--- config.mk ---
export PLATFORM = sky130hd
export DESIGN_NAME = positional_list_store_unit
export DESIGN_NICKNAME = d
export VERILOG_FILES = /design/src/design/pls_pkg.sv /design/src/design/pls_mem.sv /design/src/design/pls_ctrl.sv /design/src/design/positional_list_store_unit.sv
export SDC_FILE = /design/constraint.sdc
export NUM_CORES = 2
export LEC_CHECK = 0
export BUFFER_PORTS_ARGS = -buffer_cell sky130_fd_sc_hd__clkbuf_2
export CORE_UTILIZATION = 50
export CTS_CLUSTER_DIAMETER = 120
export DETAILED_ROUTE_END_ITERATION = 10
export PLACE_DENSITY = 0.7
export SLEW_MARGIN = 20
export SYNTH_ARGS = -nofsm -noshare
export SYNTH_HDL_FRONTEND = slang
export SYNTH_SLANG_ARGS = --single-unit
--- constraint.sdc ---
create_clock -name i_clk -period 4.75 [get_ports i_clk]
set_input_delay 0.475 -clock i_clk [delete_from_list [all_inputs] [get_ports i_clk]]
set_output_delay 0.475 -clock i_clk [all_outputs]
set_load 0.02 [all_outputs]
--- src/design/pls_pkg.sv ---
`default_nettype none
// ----------------------------------------------------------------------------
// pls_pkg
// shared types and codes of the positional list store: command and status
// codes, operation kinds, sequencer states and the transfer payloads of both channels
// ----------------------------------------------------------------------------
package pls_pkg;

    localparam logic [3:0] CMD_PUSH_FRONT = 4'd0;
    localparam logic [3:0] CMD_PUSH_BACK  = 4'd1;
    localparam logic [3:0] CMD_POP_FRONT  = 4'd2;
    localparam logic [3:0] CMD_POP_BACK   = 4'd3;
    localparam logic [3:0] CMD_READ_FRONT = 4'd4;
    localparam logic [3:0] CMD_READ_BACK  = 4'd5;
    localparam logic [3:0] CMD_INSERT     = 4'd6;
    localparam logic [3:0] CMD_ERASE      = 4'd7;
    localparam logic [3:0] CMD_GET        = 4'd8;
    localparam logic [3:0] CMD_QUERY      = 4'd9;

    localparam logic [1:0] ST_OK    = 2'd0;
    localparam logic [1:0] ST_RANGE = 2'd1;
    localparam logic [1:0] ST_EMPTY = 2'd2;
    localparam logic [1:0] ST_FULL  = 2'd3;

    typedef enum logic [1:0] {
        OP_NONE,
        OP_INS,
        OP_DEL,
        OP_RD
    } t_op;

    typedef enum logic [2:0] {
        S_IDLE,
        S_SH_RD,
        S_SH_WR,
        S_PUT,
        S_RD,
        S_DONE
    } t_state;

    typedef struct packed {
        logic [3:0]         command;
        logic signed [31:0] value;
        logic [6:0]         position;
    } t_in;

    typedef struct packed {
        logic signed [31:0] read_data;
        logic [1:0]         status;
        logic [6:0]         entry_count;
        logic               is_empty;
    } t_out;

endpackage
`default_nettype wire

--- src/design/pls_mem.sv ---
`default_nettype none
// ----------------------------------------------------------------------------
// pls_mem
// entry storage: one write port, one read port, registered read data
// ----------------------------------------------------------------------------
module pls_mem #(
    parameter int DEPTH      = 64,
    parameter int DATA_WIDTH = 32
) (
    input  wire logic                         i_clk,
    input  wire logic                         i_wr_en,
    input  wire logic [$clog2(DEPTH)-1:0]     i_wr_addr,
    input  wire logic [DATA_WIDTH-1:0]        i_wr_data,
    input  wire logic                         i_rd_en,
    input  wire logic [$clog2(DEPTH)-1:0]     i_rd_addr,
    output logic [DATA_WIDTH-1:0]             o_rd_data
);

    logic [DATA_WIDTH-1:0] r_mem [DEPTH];

    always_ff @(posedge i_clk) begin
        if (i_wr_en) begin
            r_mem[i_wr_addr] <= i_wr_data;
        end
    end

    always_ff @(posedge i_clk) begin
        if (i_rd_en) begin
            o_rd_data <= r_mem[i_rd_addr];
        end
    end

endmodule
`default_nettype wire

--- src/design/pls_ctrl.sv ---
`default_nettype none
// ----------------------------------------------------------------------------
// pls_ctrl
// command sequencer: decodes a command, moves entries one at a time through
// the storage for insert and erase, reads entries, keeps the count and holds
// the result register
// ----------------------------------------------------------------------------
module pls_ctrl
    import pls_pkg::*;
#(
    parameter int DEPTH      = 64,
    parameter int DATA_WIDTH = 32
) (
    input  wire logic                         i_clk,
    input  wire logic                         i_rst_n,
    input  wire logic                         i_valid,
    output logic                              o_stall,
    input  wire t_in                          i_item,
    output logic                              o_valid,
    input  wire logic                         i_stall,
    output t_out                              o_result,
    output logic                              o_wr_en,
    output logic [$clog2(DEPTH)-1:0]          o_wr_addr,
    output logic [DATA_WIDTH-1:0]             o_wr_data,
    output logic                              o_rd_en,
    output logic [$clog2(DEPTH)-1:0]          o_rd_addr,
    input  wire logic [DATA_WIDTH-1:0]        i_rd_data
);

    localparam int AW = $clog2(DEPTH);
    localparam int CW = $clog2(DEPTH + 1);
    localparam int EW = CW + 8;

    t_state                r_state, n_state;
    t_op                   r_op, n_op;
    logic [AW-1:0]         r_idx, n_idx;
    logic [AW-1:0]         r_ptr, n_ptr;
    logic [DATA_WIDTH-1:0] r_val, n_val;
    logic [1:0]            r_status, n_status;
    logic [CW-1:0]         r_count, n_count;
    logic                  r_out_valid, n_out_valid;
    t_out                  r_out, n_out;

    logic                     full;
    logic                     empty;
    logic [EW-1:0]            pos_e;
    logic [EW-1:0]            cnt_e;
    logic [DATA_WIDTH+31:0]   val_wide;
    logic [DATA_WIDTH+31:0]   rd_wide;

    assign full     = r_count == CW'(DEPTH);
    assign empty    = r_count == '0;
    assign pos_e    = EW'(i_item.position);
    assign cnt_e    = EW'(r_count);
    assign val_wide = {{DATA_WIDTH{1'b0}}, i_item.value};
    assign rd_wide  = {{32{i_rd_data[DATA_WIDTH-1]}}, i_rd_data};

    always_comb begin
        n_state     = r_state;
        n_op        = r_op;
        n_idx       = r_idx;
        n_ptr       = r_ptr;
        n_val       = r_val;
        n_status    = r_status;
        n_count     = r_count;
        n_out_valid = r_out_valid && i_stall;
        n_out       = r_out;
        o_wr_en     = 1'b0;
        o_wr_addr   = r_ptr;
        o_wr_data   = i_rd_data;
        o_rd_en     = 1'b0;
        o_rd_addr   = r_idx;

        case (r_state)
            S_IDLE: begin
                if (i_valid) begin
                    n_val    = val_wide[DATA_WIDTH-1:0];
                    n_status = ST_OK;
                    n_op     = OP_NONE;
                    n_idx    = '0;
                    case (i_item.command)
                        CMD_PUSH_FRONT: begin
                            if (full) n_status = ST_FULL;
                            else n_op = OP_INS;
                        end
                        CMD_PUSH_BACK: begin
                            if (full) begin
                                n_status = ST_FULL;
                            end else begin
                                n_op  = OP_INS;
                                n_idx = AW'(r_count);
                            end
                        end
                        CMD_POP_FRONT: begin
                            if (empty) n_status = ST_EMPTY;
                            else n_op = OP_DEL;
                        end
                        CMD_POP_BACK: begin
                            if (empty) begin
                                n_status = ST_EMPTY;
                            end else begin
                                n_op  = OP_DEL;
                                n_idx = AW'(r_count - CW'(1));
                            end
                        end
                        CMD_READ_FRONT: begin
                            if (empty) n_status = ST_EMPTY;
                            else n_op = OP_RD;
                        end
                        CMD_READ_BACK: begin
                            if (empty) begin
                                n_status = ST_EMPTY;
                            end else begin
                                n_op  = OP_RD;
                                n_idx = AW'(r_count - CW'(1));
                            end
                        end
                        CMD_INSERT: begin
                            if (pos_e == '0 || pos_e > cnt_e + EW'(1)) begin
                                n_status = ST_RANGE;
                            end else if (full) begin
                                n_status = ST_FULL;
                            end else begin
                                n_op  = OP_INS;
                                n_idx = AW'(pos_e - EW'(1));
                            end
                        end
                        CMD_ERASE: begin
                            if (empty) begin
                                n_status = ST_EMPTY;
                            end else if (pos_e == '0 || pos_e > cnt_e) begin
                                n_status = ST_RANGE;
                            end else begin
                                n_op  = OP_DEL;
                                n_idx = AW'(pos_e - EW'(1));
                            end
                        end
                        CMD_GET: begin
                            if (empty) begin
                                n_status = ST_EMPTY;
                            end else if (pos_e >= cnt_e) begin
                                n_status = ST_RANGE;
                            end else begin
                                n_op  = OP_RD;
                                n_idx = AW'(pos_e);
                            end
                        end
                        default: begin
                            n_op = OP_NONE;
                        end
                    endcase

                    case (n_op)
                        OP_INS: begin
                            n_ptr   = AW'(r_count);
                            n_state = (cnt_e > EW'(n_idx)) ? S_SH_RD : S_PUT;
                        end
                        OP_DEL: begin
                            n_ptr = n_idx;
                            if (EW'(n_idx) + EW'(1) < cnt_e) begin
                                n_state = S_SH_RD;
                            end else begin
                                n_state = S_DONE;
                                n_count = r_count - CW'(1);
                            end
                        end
                        OP_RD: begin
                            n_state = S_RD;
                        end
                        default: begin
                            n_state = S_DONE;
                        end
                    endcase
                end
            end
            S_SH_RD: begin
                o_rd_en   = 1'b1;
                o_rd_addr = (r_op == OP_INS) ? r_ptr - AW'(1) : r_ptr + AW'(1);
                n_state   = S_SH_WR;
            end
            S_SH_WR: begin
                o_wr_en   = 1'b1;
                o_wr_addr = r_ptr;
                o_wr_data = i_rd_data;
                if (r_op == OP_INS) begin
                    n_ptr   = r_ptr - AW'(1);
                    n_state = (r_ptr - AW'(1) > r_idx) ? S_SH_RD : S_PUT;
                end else begin
                    n_ptr = r_ptr + AW'(1);
                    if (EW'(r_ptr) + EW'(2) < cnt_e) begin
                        n_state = S_SH_RD;
                    end else begin
                        n_state = S_DONE;
                        n_count = r_count - CW'(1);
                    end
                end
            end
            S_PUT: begin
                o_wr_en   = 1'b1;
                o_wr_addr = r_idx;
                o_wr_data = r_val;
                n_count   = r_count + CW'(1);
                n_state   = S_DONE;
            end
            S_RD: begin
                o_rd_en   = 1'b1;
                o_rd_addr = r_idx;
                n_state   = S_DONE;
            end
            S_DONE: begin
                if (!r_out_valid || !i_stall) begin
                    n_out_valid       = 1'b1;
                    n_out.read_data   = (r_op == OP_RD) ? rd_wide[31:0] : '0;
                    n_out.status      = r_status;
                    n_out.entry_count = 7'(r_count);
                    n_out.is_empty    = r_count == '0;
                    n_state           = S_IDLE;
                end
            end
            default: begin
                n_state = S_IDLE;
            end
        endcase
    end

    always_ff @(posedge i_clk) begin
        if (!i_rst_n) begin
            r_state     <= S_IDLE;
            r_count     <= '0;
            r_out_valid <= 1'b0;
        end else begin
            r_state     <= n_state;
            r_count     <= n_count;
            r_out_valid <= n_out_valid;
        end
    end

    always_ff @(posedge i_clk) begin
        r_op     <= n_op;
        r_idx    <= n_idx;
        r_ptr    <= n_ptr;
        r_val    <= n_val;
        r_status <= n_status;
        r_out    <= n_out;
    end

    assign o_stall  = r_state != S_IDLE;
    assign o_valid  = r_out_valid;
    assign o_result = r_out;

endmodule
`default_nettype wire

--- src/design/positional_list_store_unit.sv ---
`default_nettype none
// query, rejected commands and pop back go straight from decode to the result state
// read front, read back, get: one storage read state (S_RD) before the result state
// insert or push at index k of n entries moves n-k entries before the new word is put; erase at k moves n-k-1
// each moved entry passes through a read state (S_SH_RD) and a write state (S_SH_WR) on the single storage port pair
// one command at a time; the next transfer is taken once the result is registered
// reset clears the count and the sequencer; entry contents stay as they were
// ----------------------------------------------------------------------------
// positional_list_store_unit
// bounded ordered list of signed words with push, pop, read, positional
// insert, erase and get; entries kept packed in one storage array
// ----------------------------------------------------------------------------
module positional_list_store_unit
    import pls_pkg::*;
#(
    parameter int DEPTH      = 64,
    parameter int DATA_WIDTH = 32
) (
    input  wire logic i_clk,
    input  wire logic i_rst_n,
    input  wire logic i_valid,
    output logic      o_stall,
    input  wire t_in  i_item,
    output logic      o_valid,
    input  wire logic i_stall,
    output t_out      o_result
);

    localparam int AW = $clog2(DEPTH);

    logic                  wr_en;
    logic [AW-1:0]         wr_addr;
    logic [DATA_WIDTH-1:0] wr_data;
    logic                  rd_en;
    logic [AW-1:0]         rd_addr;
    logic [DATA_WIDTH-1:0] rd_data;

    pls_ctrl #(
        .DEPTH      (DEPTH),
        .DATA_WIDTH (DATA_WIDTH)
    ) u_ctrl (
        .i_clk     (i_clk),
        .i_rst_n   (i_rst_n),
        .i_valid   (i_valid),
        .o_stall   (o_stall),
        .i_item    (i_item),
        .o_valid   (o_valid),
        .i_stall   (i_stall),
        .o_result  (o_result),
        .o_wr_en   (wr_en),
        .o_wr_addr (wr_addr),
        .o_wr_data (wr_data),
        .o_rd_en   (rd_en),
        .o_rd_addr (rd_addr),
        .i_rd_data (rd_data)
    );

    pls_mem #(
        .DEPTH      (DEPTH),
        .DATA_WIDTH (DATA_WIDTH)
    ) u_mem (
        .i_clk     (i_clk),
        .i_wr_en   (wr_en),
        .i_wr_addr (wr_addr),
        .i_wr_data (wr_data),
        .i_rd_en   (rd_en),
        .i_rd_addr (rd_addr),
        .o_rd_data (rd_data)
    );

endmodule
`default_nettype wire

== After elaboration in Yosys (flattened, before gate mapping) ==
Memories as Yosys holds them, arrays and structs flattened. A register that Yosys moved wholly into a read port is not among the register bits.
Index checks and enable logic that the tools add are counted.
Storage, ports and cells
  flip-flop bits (word level): 101
  RAM bits: 2048
  input bits: 47
  output and inout port bits: 44
  logic and storage cells: 138
  memories: 1
Cells by class
  $add $sub $neg: 8
  magnitude comparators: 7
  equal/unequal tests: 26
  mux-type cells: 58
  reduce and logical (&&, ||, !) cells: 26
Memories
  u_mem.r_mem: depth 64, width 32, rd ports 1, clocked after Yosys merged registers in 1, write ports 1, RTL line pls_mem.sv:19  | logic [DATA_WIDTH-1:0] r_mem [DEPTH];
Operators with widths (number)
  $mux W6: 14
  $mux W7: 5
  $mux W2: 16
  $mux W32: 1
  $lt A15 B7 Y1: 2
  $pmux W6 S5: 1
  $pmux W6 S2: 2
  $pmux W7 S3: 1
  $eq A4 B3 Y1 const B: 4
  $logic_not A15 Y1: 1
  $mux W3: 5
  $pmux W3 S5: 1
  $reduce_or A2 Y1: 7
  $pmux W2 S6: 1
  $sub A6 B1 Y6 const B: 2
  $ne A2 B2 Y1 const B: 5
  $pmux W2 S5: 1
  $mux W1: 9
  $pmux W3 S3: 1
  $add A7 B1 Y8 const B: 1
  $eq A4 B2 Y1 const B: 2
  $gt A7 B8 Y1: 1
  $add A6 B1 Y7 const B: 1
  $add A6 B2 Y7 const B: 1
  other kinds (29): 40

== Logic depth before layout (Yosys ltp) ==
  depth in word-level cells: 13
  depth in mapped cells: 23
  depth with buffers taken out: 22

== Hierarchy ==
A second synthesis with hierarchy kept.
Unflattened totals
  cells, all modules: 4100
  area, all modules: 85634.6 um2
Modules (own cells, without submodules)
  pls_mem: times used 1, cells each 3511, area each 79359.9 um2, seq. area each 62459.9 um2
  pls_ctrl: times used 1, cells each 589, area each 6274.8 um2, seq. area each 2922.8 um2

== Worst setup path before layout ==
No wires, ideal clock.
  path type: reg2reg
  from: reg u_ctrl.r_count[2]
  to: reg u_ctrl.r_count[4]
  setup time: 115 ps
  arrival time: 4638 ps
  data required time: 4635 ps
  slack: -3 ps
  cell stages (with the launch flop): 24
  path buffers: 1
  period minus slack after synthesis: 4753 ps
  cell sequence: dfxtp_1 clkbuf_1 inv_1 nor2_1 nand4_1 xnor2_1 ha_1 a21oi_1 nand2_1 or3_1 a21o_1 a21o_1 and2_1 inv_1 ha_1 ha_1 nor2b_1 o21a_1 o21a_1 o2111ai_1 a211oi_1 a21oi_1 nor2_1 o21a_1
Between the ends
  longest elaborated chain between the ends: 11
RTL lines
  start, declared: RTL line pls_ctrl.sv:40  | logic [CW-1:0] r_count, n_count;
  start signal, assigned: RTL line pls_ctrl.sv:233  | r_count <= n_count;
  $add A7 B1 Y8 or $gt A7 B7 Y1 (tied branches): RTL line pls_ctrl.sv:119, pls_ctrl.sv:131
  $gt A7 B8 Y1 or $logic_or A1 B1 Y1 (tied branches): RTL line pls_ctrl.sv:119, pls_ctrl.sv:131
  $logic_or A1 B1 Y1 or $mux W6 (tied branches): RTL line pls_ctrl.sv:119, pls_ctrl.sv:131
  $mux W6 (on tied branches): RTL line pls_ctrl.sv:119, pls_ctrl.sv:129
  $pmux W6 S5: RTL line pls_ctrl.sv:81  | case (i_item.command)
  $mux W6: RTL line pls_ctrl.sv:76  | if (i_valid) begin
  $mux W6: RTL line pls_ctrl.sv:74  | case (r_state)
  $add A6 B1 Y7: RTL line pls_ctrl.sv:160  | if (EW'(n_idx) + EW'(1) < cnt_e) begin
  $lt A15 B7 Y1: RTL line pls_ctrl.sv:160
  $ne A2 B2 Y1 (no line)
  $reduce_and A6 Y1 (no line)
Several ways; a longest one is shown, not always the timed one. The select of a mux whose other input is x is not followed.
A chain may end at the register's enable or synchronous reset.

== Worst setup path in the final report ==
  from: reg u_ctrl.r_count[3]
  to: reg u_ctrl.r_count[3]
The elaborated chain is that of the path after synthesis.

==> key figures <==
Drt
  • DR DRC count: 10
  • Mean number of vias per cell: just over 6
  • Final wirelength: 238 mm
  • DR pass1 iterations: 9
  • Detailed router's first-iteration violation count: around 7400
  • Post-DRT Antenna Nets: 0
  • Vias: 55760
  • Per-cell routed wire length: between 20 and 30 um

Global route
  • Global route total overflow: 0
  • First-pass GRT wire length: 350 mm
  • Vias in the first global route: approximately 54000
  • Initial antenna violation count: 3
  • Pin count of the biggest net entering global routing: 103
  • Total GRT Usage: 26.1%

Setup path
  • R2R depth: 23
  • Worst-path cell chain: inv_1 > nor2_2 > buf_4 > nand4_1 > xnor2_1 > ha_1 > nand3_1 > and3_1 > nor3_1 > a21o_1 > a21o_1 > and2_1 > inv_2 > ha_1 > ha_1 > nor2b_2 > o21a_1 > o21a_1 > o2111ai_2 > a211oi_4 > a21oi_4 > or3_1 > a21oi_1
  • CP arrival: 5390 ps
  • Max incr delay on CP: 430 ps
  • Worst-path maximum fanout: 5
  • Nature of the critical path endpoint: flip-flop
  • Slowest CP cell: a211oi_4
  • WP data required: 5510 ps
  • CP bufs+invs: 3
  • CP top delay family: simple AND/OR/NAND/NOR gates
  • Most used cell along the critical path: ha_1
  • Critical path type: reg2reg
  • Critical Path Source Type: flip-flop
  • WP depth: 23

Synthesis
  • Netlist cell types: 70
  • Register area share after synthesis: 73.5%
  • Seq cells post-synth: 2181
  • Post-synth EDFFs: 2170
  • Post-synth top flop: edfxtp_1
  • Mapped cell area: 88900 um2
  • Post-Synthesis Cells: 6407
  • Yosys warns: 0
  • Mapped Avg Cell Area: 13.9 um2
  • Syn Nets: roughly 6500
  • Ys async rst share: 0%

Floorplan
  • Row cnt: 154
  • I/O pin count: 91
  • Core area: about 180000 um2
  • DIE WIDTH: 424 um
  • Die H: between 400 and 500 um
  • Die footprint: 180000 um2
  • Initial Util: 50.4%

Min path
  • HP Class: in2reg
  • Hold-critical path depth: 3

Layout
  • Design Area, Final: 100000 um2
  • Layout overhead on the synthesized area: 12.8%
  • Fill count: 13557
  • Final Core Density: 56.8%
  • Layout cells sized above 1: 12.0%
  • Final net count: 6668
  • Final std cells w/o fill: 9090

Clocking
  • TritonCTS buffer count: 208
  • Clock Tree Root: clkbuf_16
  • CTS tree: done
  • CTS Buffer Depth: 3
  • Skew-Pair Late Insertion Delay: around 840 ps
  • # clock sinks: 2181
  • Clk slew on worst S/H paths: 60 ps
  • H-tree Lvls: 4

Power and ir drop
  • VDD IR-drop max: 0.000611 V
  • P per Cell Area: 647 nW/um2
  • Leakage: 35.0 nW

Status
  • Status: finished with violations
  • Failing checks: design-rule violations

Place
  • Placed Instances: 8658
  • Dpl hpwl: 132 mm
  • GPL Wtd Cong: roughly 0.86
  • Placement Cell Area: 93100 um2
  • Port bufs: 90

Timing
  • Rel. slew slack: 23.2%
  • Fmax: 216 MHz
  • Fin Clk Skew: about 44 ps
  • Final Max Slew Viols: 0
  • Worst-Margin Slew: 1150 ps
  • Final setup viols: 0
  • Fin. Hold Viols: 0
  • Fin Setup TNS: 0 ps
  • Tmin final: 4620 ps
  • Final period util: 97.4%

Flow run
  • Max-Cap Viols: 0
## cell families (layout without fill, tap and decap cells)
group,count (synthesis),in the layout,share of synthesized area [%]
buffers and inverters,457,796,2.62
adder cells (fa/ha/maj),52,52,0.732
AND/OR/NAND/NOR,2731,2731,14.5
AO/OA/AOI/OAI,695,696,4.98
other,0,3,0
XOR/XNOR,25,25,0.246
multiplexers,266,266,3.42
flip-flops,2181,2181,73.5
## synth_stat cells, drive strengths merged (25+ instances only)
| cell type | number | share of area (%) |
|---|---|---|
| edfxtp | 2170 | 73 |
| nand2 | 1293 | 5.5 |
| nand3 | 605 | 3.4 |
| and3 | 516 | 3.6 |
| o21ai | 290 | 1.6 |
| a211oi | 240 | 2.0 |
| buf | 221 | 1.6 |
| mux2i | 207 | 2.4 |
| clkbuf | 202 | 0.85 |
| nor2 | 107 | 0.45 |
| nand4 | 101 | 0.71 |
| ha | 52 | 0.73 |
| nor3 | 47 | 0.32 |
| a21oi | 46 | 0.27 |
| a22oi | 38 | 0.32 |
| mux2 | 34 | 0.43 |
| inv | 33 | 0.14 |
| mux4 | 25 | 0.63 |
## cell type report
cell class                      count  area [um2]  area share [%]
Multi-Input combinational cell   3770       22000            22.0
Clock inverter                    133        1140            1.13
Inverter                           34         128           0.127
Tap cell                         2340        2930            2.92
Antenna cell                        3        7.51         0.00749
Timing Repair Buffer              374        3220            3.21
Sequential cell                  2181       65400            65.2
Clock buffer                      255        5470            5.45
## flip-flops by register name, indices dropped and copies added (netlist names), 3 cells and up
register         flops
u_ctrl.r_ptr         6
u_mem.o_rd_data     32
u_ctrl.r_count       7
u_ctrl.r_state       3
u_mem.r_mem       2048
u_ctrl.r_val        32
u_ctrl.r_idx         6
u_ctrl.o_result     42
## worst paths after layout
path / endpoint / slack (ps) / startpoint
max: u_ctrl.r_count[3] / 130 / u_ctrl.r_count[3]
min: u_ctrl.r_state[1] / 60 / i_valid
min reg2reg: u_ctrl.o_result[8] / 420 / u_ctrl.r_status[0]
max reg2reg: u_ctrl.r_count[3] / 130 / u_ctrl.r_count[3]
## per-stage QoR
step	worst slack (ps)	power, mW	hold slack [ps]
floorplan	111	40.3	400
CTS	72.8	64.7	28.7
global placement	64.9	48.2	403
global route	-95.2	67.5	63.9
finish	125	64.9	58.9
detailed placement	109	48.7	411
## worst reg2reg max path, cell delays in order (launching register included)
cell	delay (ps)
dfxtp_1	330
inv_1	60
nor2_2	130
buf_4	120
nand4_1	150
xnor2_1	170
ha_1	300
nand3_1	100
and3_1	200
nor3_1	290
a21o_1	220
a21o_1	140
and2_1	160
inv_2	50
ha_1	260
ha_1	270
nor2b_2	140
o21a_1	130
o21a_1	130
o2111ai_2	180
a211oi_4	430
a21oi_4	90
or3_1	400
a21oi_1	120
## what timing repair did
action                                 CTS  global route
gates resized for setup                  0            21
setup buffers                            0             7
endpoints found under the hold margin   34             0
setup endpoints to repair                0             9
hold buffers                            33             0
## report_power, final
part           internal, mW  switching (mW)  leakage, nW
clock network          9.04            7.11         3.20
registers              24.9           0.569         19.6
logic                  6.99            16.3         12.2
total                  40.9            24.0         35.0
## per-layer routing
metal | share of wire, % | vias up | track usage [%]
li1 | - | 24412 | -
met1 | 39 | 27827 | 35.8
met4 | 4.3 | 2 | 11.0
met5 | 0.0055 | - | 0
met3 | 9.0 | 483 | 4.13
met2 | 48 | 3036 | 41.6
## placed cells by master, fill, tap and decap left out, types with 11 or more instances in the layout
cell / instances
a31oi_1: 11
nor3_1: 38
nor2b_1: 11
nand4_1: 101
xnor2_1: 18
o21a_1: 16
and3_1: 514
o21ai_1: 44
dlygate4sd3_1: 33
bufinv_16: 16
mux2_4: 20
clkbuf_16: 212
mux4_2: 25
nand2_1: 1290
nor2_1: 41
buf_4: 205
clkinvlp_4: 12
buf_12: 44
a211oi_1: 239
clkbuf_1: 43
edfxtp_1: 2170
a21oi_1: 40
mux2_2: 14
nor2_4: 65
clkbuf_2: 90
inv_1: 31
mux2i_1: 205
a22oi_1: 37
ha_1: 50
clkinv_2: 34
clkinv_1: 59
o21ai_0: 246
nand3_1: 604
No activity file was read; power rests on OpenSTA's default activity.
